==> config.mk <==
export PLATFORM = sky130hd
export DESIGN_NAME = source_token_scanner
export DESIGN_NICKNAME = d
export VERILOG_FILES = /design/src/hw/rtl/sts_pkg.sv /design/src/hw/rtl/sts_lexer.sv /design/src/hw/rtl/sts_result_fifo.sv /design/src/hw/rtl/source_token_scanner.sv
export SDC_FILE = /design/constraint.sdc
export NUM_CORES = 2
export LEC_CHECK = 0
export ABC_AREA = 0
export BUFFER_PORTS_ARGS = -buffer_cell sky130_fd_sc_hd__buf_4
export CORE_ASPECT_RATIO = 1.4
export CORE_MARGIN = 5
export CORE_UTILIZATION = 35
export DETAILED_ROUTE_END_ITERATION = 12
export PLACE_DENSITY = 0.54
export SLEW_MARGIN = 30
export SYNTH_ARGS = -nofsm -noshare
export SYNTH_HDL_FRONTEND = slang
export SYNTH_SLANG_ARGS = --single-unit
export TNS_END_PERCENT = 20
==> constraint.sdc <==
create_clock -name clk -period 10.7 [get_ports clk]
set_input_delay 1.605 -clock clk [delete_from_list [all_inputs] [get_ports clk]]
set_output_delay 1.605 -clock clk [all_outputs]
set_load 0.03 [all_outputs]
==> src/hw/rtl/sts_pkg.sv <==
// Types, constants and character codes of the source token scanner.
`default_nettype none

package sts_pkg;

    // Result field width on the output bus and default position counter width
    localparam int FIELD_BITS            = 24;
    localparam int POSITION_BITS_DEFAULT = 24;

    // Result queue geometry: a word yields up to three tokens
    localparam int RESULT_SLOTS = 3;
    localparam int FIFO_DEPTH   = 4;
    localparam int PTR_BITS     = $clog2(FIFO_DEPTH);
    localparam int COUNT_BITS   = $clog2(FIFO_DEPTH + 1);

    // Character codes
    localparam logic [7:0] CHAR_PLUS  = 8'h2B;
    localparam logic [7:0] CHAR_MINUS = 8'h2D;
    localparam logic [7:0] CHAR_SEMI  = 8'h3B;
    localparam logic [7:0] CHAR_SPACE = 8'h20;
    localparam logic [7:0] CHAR_TAB   = 8'h09;
    localparam logic [7:0] CHAR_LF    = 8'h0A;
    localparam logic [7:0] CHAR_VT    = 8'h0B;
    localparam logic [7:0] CHAR_FF    = 8'h0C;
    localparam logic [7:0] CHAR_CR    = 8'h0D;
    localparam logic [7:0] CHAR_UNDER = 8'h5F;
    localparam logic [7:0] CHAR_ZERO  = 8'h30;
    localparam logic [7:0] CHAR_NINE  = 8'h39;
    localparam logic [7:0] CHAR_LO_A  = 8'h61;
    localparam logic [7:0] CHAR_LO_Z  = 8'h7A;
    localparam logic [7:0] CHAR_UP_A  = 8'h41;
    localparam logic [7:0] CHAR_UP_Z  = 8'h5A;

    typedef enum logic [1:0] {
        MODE_IDLE  = 2'd0,
        MODE_INT   = 2'd1,
        MODE_IDENT = 2'd2,
        MODE_HALT  = 2'd3
    } mode_t;

    typedef enum logic [2:0] {
        KIND_END   = 3'd0,
        KIND_PLUS  = 3'd1,
        KIND_MINUS = 3'd2,
        KIND_SEMI  = 3'd3,
        KIND_INT   = 3'd4,
        KIND_IDENT = 3'd5,
        KIND_ERROR = 3'd6
    } kind_t;

    typedef logic [PTR_BITS-1:0]   ptr_t;
    typedef logic [COUNT_BITS-1:0] count_t;

    typedef struct packed {
        kind_t                 kind;
        logic [FIELD_BITS-1:0] start_offset;
        logic [FIELD_BITS-1:0] token_length;
        logic [FIELD_BITS-1:0] line_number;
        logic [FIELD_BITS-1:0] column_number;
        logic [7:0]            bad_byte;
        logic                  last_of_run;
    } result_t;

endpackage

`default_nettype wire

==> src/hw/rtl/sts_lexer.sv <==
// Scanner state and per-word token decode, up to three tokens per word.
`default_nettype none

module sts_lexer #(
    parameter int POSITION_BITS = sts_pkg::POSITION_BITS_DEFAULT
) (
    input  wire logic                             clk,
    input  wire logic                             rst_n,
    input  wire logic                             fire,
    input  wire logic [7:0]                       src_byte,
    input  wire logic                             fin,
    output sts_pkg::result_t                      items [sts_pkg::RESULT_SLOTS],
    output logic [sts_pkg::RESULT_SLOTS-1:0]      item_valid
);

    import sts_pkg::*;

    localparam logic [POSITION_BITS-1:0] POS_MAX = {POSITION_BITS{1'b1}};
    localparam logic [POSITION_BITS-1:0] POS_ONE = POSITION_BITS'(1);

    typedef logic [POSITION_BITS-1:0] pos_t;

    function automatic pos_t sat_inc(input pos_t v);
        return (v == POS_MAX) ? v : v + POS_ONE;
    endfunction

    function automatic pos_t column_of(input pos_t off, input pos_t lso);
        pos_t d;
        d = (off >= lso) ? off - lso : '0;
        return sat_inc(d);
    endfunction

    function automatic pos_t length_of(input pos_t stop, input pos_t start);
        return (stop >= start) ? stop - start : '0;
    endfunction

    mode_t mode_reg, mode_next, mode_mid;
    pos_t  off_reg, off_next;
    pos_t  rs_reg, rs_next, rs_mid;
    pos_t  line_reg, line_next, line_mid;
    pos_t  lso_reg, lso_next, lso_mid;
    pos_t  rl_reg, rl_next, rl_mid;
    pos_t  rc_reg, rc_next, rc_mid;

    logic  is_digit, is_ident_begin, is_space, is_lf;
    logic  run_open, run_cont;
    logic  flush1, single, flush2, end_tok;
    kind_t single_kind;
    pos_t  nxt, col_o;

    // Classify the byte
    assign is_digit       = (src_byte >= CHAR_ZERO) && (src_byte <= CHAR_NINE);
    assign is_ident_begin = ((src_byte >= CHAR_LO_A) && (src_byte <= CHAR_LO_Z))
                         || ((src_byte >= CHAR_UP_A) && (src_byte <= CHAR_UP_Z))
                         || (src_byte == CHAR_UNDER);
    assign is_lf          = (src_byte == CHAR_LF);
    assign is_space       = (src_byte == CHAR_SPACE) || (src_byte == CHAR_TAB)
                         || (src_byte == CHAR_CR) || is_lf
                         || (src_byte == CHAR_VT) || (src_byte == CHAR_FF);

    assign nxt      = sat_inc(off_reg);
    assign col_o    = column_of(off_reg, lso_reg);
    assign run_open = (mode_reg == MODE_INT) || (mode_reg == MODE_IDENT);
    assign run_cont = ((mode_reg == MODE_INT) && is_digit)
                   || ((mode_reg == MODE_IDENT) && (is_digit || is_ident_begin));

    // Next state: the effect of the byte, then the end-of-source reset
    always_comb
    begin
        mode_mid    = mode_reg;
        rs_mid      = rs_reg;
        line_mid    = line_reg;
        lso_mid     = lso_reg;
        rl_mid      = rl_reg;
        rc_mid      = rc_reg;
        flush1      = 1'b0;
        single      = 1'b0;
        single_kind = KIND_ERROR;
        if ((mode_reg != MODE_HALT) && !run_cont)
        begin
            flush1   = run_open;
            mode_mid = MODE_IDLE;
            if (is_space)
            begin
                if (is_lf)
                begin
                    line_mid = sat_inc(line_reg);
                    lso_mid  = nxt;
                end
            end
            else if (src_byte == CHAR_PLUS)
            begin
                single      = 1'b1;
                single_kind = KIND_PLUS;
            end
            else if (src_byte == CHAR_MINUS)
            begin
                single      = 1'b1;
                single_kind = KIND_MINUS;
            end
            else if (src_byte == CHAR_SEMI)
            begin
                single      = 1'b1;
                single_kind = KIND_SEMI;
            end
            else if (is_digit || is_ident_begin)
            begin
                mode_mid = is_digit ? MODE_INT : MODE_IDENT;
                rs_mid   = off_reg;
                rl_mid   = line_reg;
                rc_mid   = col_o;
            end
            else
            begin
                single      = 1'b1;
                single_kind = KIND_ERROR;
                mode_mid    = MODE_HALT;
            end
        end

        flush2  = fin && ((mode_mid == MODE_INT) || (mode_mid == MODE_IDENT));
        end_tok = fin && (mode_mid != MODE_HALT);

        if (fin)
        begin
            mode_next = MODE_IDLE;
            off_next  = '0;
            rs_next   = '0;
            line_next = POS_ONE;
            lso_next  = '0;
            rl_next   = POS_ONE;
            rc_next   = POS_ONE;
        end
        else
        begin
            mode_next = mode_mid;
            off_next  = (mode_reg == MODE_HALT) ? off_reg : nxt;
            rs_next   = rs_mid;
            line_next = line_mid;
            lso_next  = lso_mid;
            rl_next   = rl_mid;
            rc_next   = rc_mid;
        end
    end

    // Token slots: closed run, single token or flushed run, end token
    always_comb
    begin
        items[0].kind          = (mode_reg == MODE_INT) ? KIND_INT : KIND_IDENT;
        items[0].start_offset  = FIELD_BITS'(rs_reg);
        items[0].token_length  = FIELD_BITS'(length_of(off_reg, rs_reg));
        items[0].line_number   = FIELD_BITS'(rl_reg);
        items[0].column_number = FIELD_BITS'(rc_reg);
        items[0].bad_byte      = '0;

        if (single)
        begin
            items[1].kind          = single_kind;
            items[1].start_offset  = FIELD_BITS'(off_reg);
            items[1].token_length  = FIELD_BITS'(1);
            items[1].line_number   = FIELD_BITS'(line_reg);
            items[1].column_number = FIELD_BITS'(col_o);
            items[1].bad_byte      = (single_kind == KIND_ERROR) ? src_byte : 8'h00;
        end
        else
        begin
            items[1].kind          = (mode_mid == MODE_INT) ? KIND_INT : KIND_IDENT;
            items[1].start_offset  = FIELD_BITS'(rs_mid);
            items[1].token_length  = FIELD_BITS'(length_of(nxt, rs_mid));
            items[1].line_number   = FIELD_BITS'(rl_mid);
            items[1].column_number = FIELD_BITS'(rc_mid);
            items[1].bad_byte      = '0;
        end

        items[2].kind          = KIND_END;
        items[2].start_offset  = FIELD_BITS'(nxt);
        items[2].token_length  = '0;
        items[2].line_number   = FIELD_BITS'(line_mid);
        items[2].column_number = FIELD_BITS'(column_of(nxt, lso_mid));
        items[2].bad_byte      = '0;

        item_valid = {end_tok, single || flush2, flush1};

        // Mark the last token this word yields
        items[0].last_of_run = item_valid[0] && !item_valid[1] && !item_valid[2];
        items[1].last_of_run = item_valid[1] && !item_valid[2];
        items[2].last_of_run = item_valid[2];
    end

    // Advance scanner state on each processed word
    always_ff @(posedge clk or negedge rst_n)
    begin
        if (!rst_n)
        begin
            mode_reg <= MODE_IDLE;
            off_reg  <= '0;
            rs_reg   <= '0;
            line_reg <= POS_ONE;
            lso_reg  <= '0;
            rl_reg   <= POS_ONE;
            rc_reg   <= POS_ONE;
        end
        else if (fire)
        begin
            mode_reg <= mode_next;
            off_reg  <= off_next;
            rs_reg   <= rs_next;
            line_reg <= line_next;
            lso_reg  <= lso_next;
            rl_reg   <= rl_next;
            rc_reg   <= rc_next;
        end
    end

endmodule

`default_nettype wire

==> src/hw/rtl/sts_result_fifo.sv <==
// Result queue that takes up to three tokens at once and sends one per ready cycle.
`default_nettype none

module sts_result_fifo (
    input  wire logic                          clk,
    input  wire logic                          rst_n,
    input  wire logic                          wr_en,
    input  sts_pkg::result_t                   wr_items [sts_pkg::RESULT_SLOTS],
    input  wire logic [sts_pkg::RESULT_SLOTS-1:0] wr_valid,
    output logic                               room,
    output logic                               rd_valid,
    input  wire logic                          rd_ready,
    output sts_pkg::result_t                   rd_item
);

    import sts_pkg::*;

    result_t entries_reg [FIFO_DEPTH];
    ptr_t    wptr_reg, wptr_next;
    ptr_t    rptr_reg, rptr_next;
    count_t  count_reg, count_next;
    ptr_t    slot_ofs [RESULT_SLOTS];
    count_t  n_wr;
    logic    rd_fire;

    // Room for a full set of tokens from one word
    assign room     = (count_reg <= COUNT_BITS'(FIFO_DEPTH - RESULT_SLOTS));
    assign rd_valid = (count_reg != '0);
    assign rd_item  = entries_reg[rptr_reg];
    assign rd_fire  = rd_valid && rd_ready;

    // Pack the valid slots in order behind the write pointer
    always_comb
    begin
        n_wr = '0;
        for (int k = 0; k < RESULT_SLOTS; k++)
        begin
            slot_ofs[k] = PTR_BITS'(n_wr);
            if (wr_en && wr_valid[k])
            begin
                n_wr = n_wr + COUNT_BITS'(1);
            end
        end
        wptr_next  = wptr_reg + PTR_BITS'(n_wr);
        rptr_next  = rd_fire ? rptr_reg + PTR_BITS'(1) : rptr_reg;
        count_next = count_reg + n_wr - (rd_fire ? COUNT_BITS'(1) : COUNT_BITS'(0));
    end

    // Store incoming tokens
    always_ff @(posedge clk)
    begin
        for (int k = 0; k < RESULT_SLOTS; k++)
        begin
            if (wr_en && wr_valid[k])
            begin
                entries_reg[wptr_reg + slot_ofs[k]] <= wr_items[k];
            end
        end
    end

    // Advance pointers and fill count
    always_ff @(posedge clk or negedge rst_n)
    begin
        if (!rst_n)
        begin
            wptr_reg  <= '0;
            rptr_reg  <= '0;
            count_reg <= '0;
        end
        else
        begin
            wptr_reg  <= wptr_next;
            rptr_reg  <= rptr_next;
            count_reg <= count_next;
        end
    end

endmodule

`default_nettype wire

==> src/hw/rtl/source_token_scanner.sv <==
// Top level of the source token scanner: input register, lexer and result queue.
//
// Usage:
//   Source bytes enter on the s_axis channel, one byte per word, with tlast
//   on the final byte of a source. Tokens leave on the m_axis channel, one
//   token per word: tuser carries the kind, tdata the position fields, and
//   tlast marks the last token caused by one input byte.
//   The byte is decoded from the input register into the result queue once
//   the queue has room, and its tokens leave m_axis in order behind older ones.
//   Throughput: one byte per cycle while bytes yield at most one token each and
//   m_axis_tready stays high. The m_axis side drains one token per cycle while
//   m_axis_tready is high, from a four-entry queue, and a byte is decoded only
//   when the queue has room for three tokens, so bytes that close a run and
//   also give a token or end the source stall later bytes until it drains.
//   Reset empties the input register and the queue and sets the scanner to
//   offset 0, line 1, column 1. The final byte also returns it there.
//   When the receiver stalls, tokens wait in the queue; once fewer than three
//   entries are free the input register holds its byte and s_axis_tready drops.
`default_nettype none

module source_token_scanner #(
    parameter int POSITION_BITS = sts_pkg::POSITION_BITS_DEFAULT
) (
    input  wire logic         clk,
    input  wire logic         rst_n,
    input  wire logic         s_axis_tvalid,
    output logic              s_axis_tready,
    input  wire logic [7:0]   s_axis_tdata,   // [7:0] source_byte
    input  wire logic         s_axis_tlast,   // final_byte
    output logic              m_axis_tvalid,
    input  wire logic         m_axis_tready,
    output logic [103:0]      m_axis_tdata,   // start_offset, token_length,
                                              // line_number, column_number, bad_byte
    output logic [2:0]        m_axis_tuser,   // token_kind
    output logic              m_axis_tlast    // last_of_run
);

    import sts_pkg::*;

    logic       in_valid_reg;
    logic [7:0] in_byte_reg;
    logic       in_fin_reg;
    logic       fire;
    logic       room;
    result_t    tok_items [RESULT_SLOTS];
    logic [RESULT_SLOTS-1:0] tok_valid;
    result_t    out_item;

    // Decode the held byte when the queue can take its tokens
    assign fire          = in_valid_reg && room;
    assign s_axis_tready = !in_valid_reg || fire;

    // Hold the accepted word for decode
    always_ff @(posedge clk or negedge rst_n)
    begin
        if (!rst_n)
        begin
            in_valid_reg <= 1'b0;
        end
        else if (s_axis_tready)
        begin
            in_valid_reg <= s_axis_tvalid;
        end
    end

    always_ff @(posedge clk)
    begin
        if (s_axis_tready && s_axis_tvalid)
        begin
            in_byte_reg <= s_axis_tdata;
            in_fin_reg  <= s_axis_tlast;
        end
    end

    sts_lexer #(
        .POSITION_BITS (POSITION_BITS)
    ) u_lexer (
        .clk        (clk),
        .rst_n      (rst_n),
        .fire       (fire),
        .src_byte   (in_byte_reg),
        .fin        (in_fin_reg),
        .items      (tok_items),
        .item_valid (tok_valid)
    );

    sts_result_fifo u_result_fifo (
        .clk      (clk),
        .rst_n    (rst_n),
        .wr_en    (fire),
        .wr_items (tok_items),
        .wr_valid (tok_valid),
        .room     (room),
        .rd_valid (m_axis_tvalid),
        .rd_ready (m_axis_tready),
        .rd_item  (out_item)
    );

    // Pack the token word
    assign m_axis_tdata = {out_item.bad_byte, out_item.column_number, out_item.line_number,
                           out_item.token_length, out_item.start_offset};
    assign m_axis_tuser = out_item.kind;
    assign m_axis_tlast = out_item.last_of_run;

endmodule

`default_nettype wire

* Word level (Yosys, flattened, before mapping) *
Memories as Yosys holds them, arrays and structs flattened.
Index checks and enable logic that the tools add are counted.

word-level totals
  register bits = 163
  output and inout bits = 110
  memories kept = 1
  bits in writable memories = 432
  logic and storage cells = 173
  input port bits = 13

operators by class
  $add $sub $neg = 16
  reduce and logical (&&, ||, !) cells = 36
  eq/ne operators = 23
  mux-type cells = 73
  magnitude comparators = 11

memories
  name                       words  bits a word  rd ports  clocked after Yosys merged registers in  write ports  line                   text
  u_result_fifo.entries_reg  4      108          1         0                                        3            sts_result_fifo.sv:18  result_t entries_reg [FIFO_DEPTH];

operators with widths
  cell                   count
  $mux 24                39
  $mux 107               1
  $add 24x1->24 const B  4
  $eq 24x24->1 const B   4
  $ge 24x24->1           4
  $sub 24x24->24         4
  $eq 8x4->1 const B     5
  $eq 8x6->1 const B     4
  $mux 3                 7
  $logic_and 1x1->1      17
  $mux 1                 17
  $ge 8x7->1 const B     2
  $le 8x7->1 const B     2
  $mux 2                 8
  $logic_or 1x1->1       13
  $eq 8x7->1 const B     1
  $ge 8x6->1 const B     1
  $le 8x6->1 const B     1
  $mux 8                 1
  $eq 2x2->1 const B     3
  $ne 2x2->1 const B     3
  $add 2x2->2            2
  $eq 2x1->1 const B     2
  $logic_not 1->1        4
  10 further kinds       10

* Longest topological paths before layout *
  depth in word-level cells = 21
  gate-level depth with buffers = 29
  gate-level depth less buffers = 25

* Cells and area by module *
From an unflattened synthesis, not the netlist that was laid out.

unflattened totals
  cell total of the unflattened synthesis = 3,652
  area, all modules = 42,265.5 µm²

modules (own cells, without submodules)
  module                cells an instance  seq. area each (µm²)  area an instance (µm²)  times used
  sts_result_fifo       1,594              13,147.6              26,402.8                1
  sts_lexer             2,044              3,657.3               15,532.4                1
  source_token_scanner  14                 295.3                 330.3                   1

* Worst setup path after synthesis *
Ideal clock, no wire load.

  path kind = reg-to-reg
  start point = register in_byte_reg[1]
  end point = memory u_result_fifo.entries_reg[2][0] (netlist bit) (enable)
  data required time = 9,766 ps
  stages on the path, launching flop included = 20
  path slack = 3,618 ps
  arrival = 6,147 ps
  path through = edfxtp_1 -> nor2_1 -> nor4b_1 -> nor4b_2 -> nor2_1 -> o21ai_1 -> o41ai_1 -> ha_1 -> inv_1 -> nor2_1 -> o21ai_1 -> ha_1 -> ha_1 -> xnor2_1 -> xnor2_1 -> nand2_1 -> clkbuf_1 -> clkbuf_1 -> clkbuf_1 -> nand3_1

RTL lines
  item                    line                        text
  from (decl)             source_token_scanner.sv:41  logic [7:0] in_byte_reg;
  from (signal assigned)  source_token_scanner.sv:70  in_byte_reg <= s_axis_tdata;
  to (decl)               sts_result_fifo.sv:18

==> flow_summary.json <==
{
  "status": "completed",
  "synth_edf_count": 301,
  "final-hold-violation-count": 0,
  "multi_input_area_um2": 21200,
  "setup_slack_ps": 2290,
  "clock.fmax_mhz": 119,
  "viasPerCell": 6.20,
  "path_class": "reg2reg",
  "p_leak_nw": 16.4,
  "fin_crit_sh": 0.786,
  "place_congestion": 0.952,
  "antennaDiodeCount": 0,
  "seq_area_um2": 15700,
  "cp_max_fo": 17,
  "cpPeakStageDelay_ps": 880,
  "setup_tns_ps": 0,
  "slew_violations": 0,
  "drive_gt1_frac": 0.132,
  "ys_ff_latch": 595,
  "core_um2": 109000,
  "dp_slack_ps": 2660,
  "start_util": 0.353,
  "path_cells": "and3_1, nand3_1, nor3_1, nor3b_1, buf_4, nand2b_1, nor2_1, xor2_1, mux2i_1, ha_1, o21ai_1, a21oi_1, o21ai_0, a21oi_1, nor2_1, nor2_1, ha_1, o2111a_1, and4bb_1, or4b_4, nor2_4, o21ai_0, a22oi_1",
  "yosysSeqAreaShare": 0.409,
  "htree_levels": 3,
  "cts_setup_buffers": 0,
  "synthesis.area_um2": 38400,
  "worstSkewPairLatency_ps": 670,
  "worstPathRequired_ps": 11050,
  "cap_violations": 0,
  "grt_pass1_wl_um": 229000,
  "layout.cells.non_filler": 5640,
  "final.fill_count": 10900,
  "synth.distinct_cells": 123,
  "synth_mux_area_frac": 0.0773,
  "async_flop_share": 0.259,
  "synth_ff_type": "edfxtp_1",
  "io_buffers": 122,
  "synth_compound_area_frac": 0.226,
  "grt_max_degree": 78,
  "cts_resized": 0,
  "yosysWarnings": 0,
  "antenna_found_initial": 1,
  "postRouteAntennaNets": 0,
  "synth_nets": 4329,
  "syn_inst": 4195,
  "synth_top_family_by_area": "compound AO/OA/AOI/OAI gates",
  "vias": 34900,
  "total_power_mw": 13.5,
  "routed_wirelength_um": 158000,
  "dpl.hpwl_um": 104000,
  "synth_area_per_cell_um2": 9.16,
  "cts_root_buffer": "clkbuf_16",
  "crit_arrival_ps": 8770,
  "die_w_um": 290,
  "clk_pin_slew_ps": 60,
  "finish.utilization": 0.395,
  "numCtsBuffers": 66,
  "worstHoldPathType": "reg2reg",
  "wire_per_inst_um": 28.0,
  "cpMaxStageDelayCell": "o21ai_0",
  "synth_xor_area_frac": 0.0330,
  "clock_skew_ps": 30.9,
  "largest_register_ffs": 432,
  "yosys.area_share.simple": 0.170,
  "fin_nets": 4270,
  "drc": 0,
  "cp-end-kind": "flip-flop",
  "io_pins": 123,
  "worstSetupStartpointType": "flip-flop",
  "synthAdderAreaFrac": 0.0404,
  "die-area_um2": 117000,
  "worst_pin_slew_ps": 1090,
  "track_usage": 0.258,
  "period_needed_ps": 8410,
  "rsz0062_at_grt": "no",
  "ctsHoldBuffers": 0,
  "ir_drop_v": 0.000137,
  "clockBufferDepth": 3,
  "overflow": 0,
  "cpMostUsedCell": "nor2_1",
  "placed_cells": 5517,
  "dieHeight_um": 402,
  "slew_headroom": 0.267,
  "firstDrtPassIters": 8,
  "grt_pass1_vias": 33300,
  "cts_sinks": 595,
  "powerDensity_nw_per_um2": 313,
  "finalSetupViolCount": 0,
  "syn2layout_area_growth_pct": 12.0,
  "rows": 143,
  "drt_first_iter_violations": 4083,
  "cts_tree": "yes"
}
==> power by group <==
group,internal (mW),switching (mW)
logic,2.46,4.86
registers,3.27,0.379
clock network,1.43,1.07
total,7.16,6.31
==> cell type report <==
type	count	share of cell area
well taps	1450	0.0422
flip-flops and latches	595	0.365
clock inverters	30	0.00977
clock buffers	92	0.0440
repair buffers	205	0.0366
inverters	98	0.00855
multi-input cells	3170	0.494
==> routing by layer <==
| metal | up-vias | part of all wire | global-route usage | wire, µm |
|---|---|---|---|---|
| met2 | 1800 | 0.46 | 0.423 | 73300 |
| met5 | - | 0 | 0 | 0 |
| li1 | 15500 | - | - | - |
| met1 | 17200 | 0.39 | 0.326 | 62300 |
| met3 | 411 | 0.076 | 0.0371 | 12000 |
| met4 | 0 | 0.066 | 0.150 | 10400 |
==> layout by cell type (no fill, tap or decap), drive strengths merged, types with 53 or more instances in the layout <==
cell,count
nor2,540
nand2,524
edfxtp,301
a21oi,277
buf,205
o21ai,204
a31oi,159
a211oi,151
dfrtp,151
dfxtp,140
o22ai,124
ha,116
mux4,108
inv,102
clkbuf,92
xnor2,84
nand3,73
nor3,64
a22o,58
a21o,53
==> critical path: cells and delay by family, from the launching register on <==
kind | cells | cell delay (ps)
mux | 1 | 220
compound gates | 7 | 2640
simple gates | 11 | 2880
buf+inv | 1 | 210
flops | 1 | 720
fa+ha+maj | 2 | 700
xor+xnor | 1 | 710
==> through the flow <==
stage	hold WS, ps	cell area (µm²)
floorplan	459	38400
global placement	471	40700
detailed placement	480	40700
CTS	497	43000
global route	523	43000
finish	498	43000
==> cells in the mapped netlist, drive strengths merged (32+ instances only) <==
cell type | n | area, µm²
nor2 | 540 | 2040
nand2 | 524 | 1980
edfxtp | 301 | 9040
a21oi | 277 | 1390
clkbuf | 246 | 926
o21ai | 204 | 1040
a31oi | 159 | 995
a211oi | 151 | 1150
dfrtp | 151 | 3780
dfxtp | 140 | 2800
o22ai | 124 | 782
ha | 116 | 1450
mux4 | 108 | 2430
inv | 97 | 364
buf | 86 | 410
xnor2 | 84 | 792
nand3 | 73 | 370
nor3 | 64 | 335
a22o | 58 | 508
a21o | 53 | 407
xor2 | 51 | 477
mux2i | 49 | 494
a221oi | 48 | 420
and3 | 38 | 243
o211ai | 38 | 310
o21a | 36 | 272
nand4 | 32 | 200
==> path summary, 6_finish.rpt <==
path | cells after the start | slack [ps] | start | end
min in group asynchronous | 1 | 890 | rst_n | u_lexer.rl_reg[15]$_DFFE_PN0P_
worst min register to register | 2 | 500 | u_result_fifo.entries_reg[3][3]$_SDFFE_PP0P_ | u_result_fifo.entries_reg[3][3]$_SDFFE_PP0P_
worst max-delay path | 23 | 2290 | u_lexer.off_reg[4]$_DFFE_PN0P_ | u_result_fifo.entries_reg[2][21]$_DFFE_PP_
worst max register to register | 23 | 2290 | u_lexer.off_reg[4]$_DFFE_PN0P_ | u_result_fifo.entries_reg[2][21]$_DFFE_PP_
max in group asynchronous | 3 | 8060 | rst_n | u_result_fifo.rptr_reg[1]$_DFFE_PN0P_
worst min-delay path | 2 | 500 | u_result_fifo.entries_reg[3][3]$_SDFFE_PP0P_ | u_result_fifo.entries_reg[3][3]$_SDFFE_PP0P_
==> cell families (layout without fill, tap and decap cells) <==
| group | count (synthesis) | count (layout) |
|---|---|---|
| xor+xnor | 135 | 135 |
| buf+inv | 430 | 425 |
| simple gates | 1452 | 1452 |
| fa+ha+maj | 121 | 121 |
| compound gates | 1301 | 1301 |
| mux | 161 | 161 |
| flops | 595 | 595 |
Note: power is estimated with default switching activity, not from simulation.
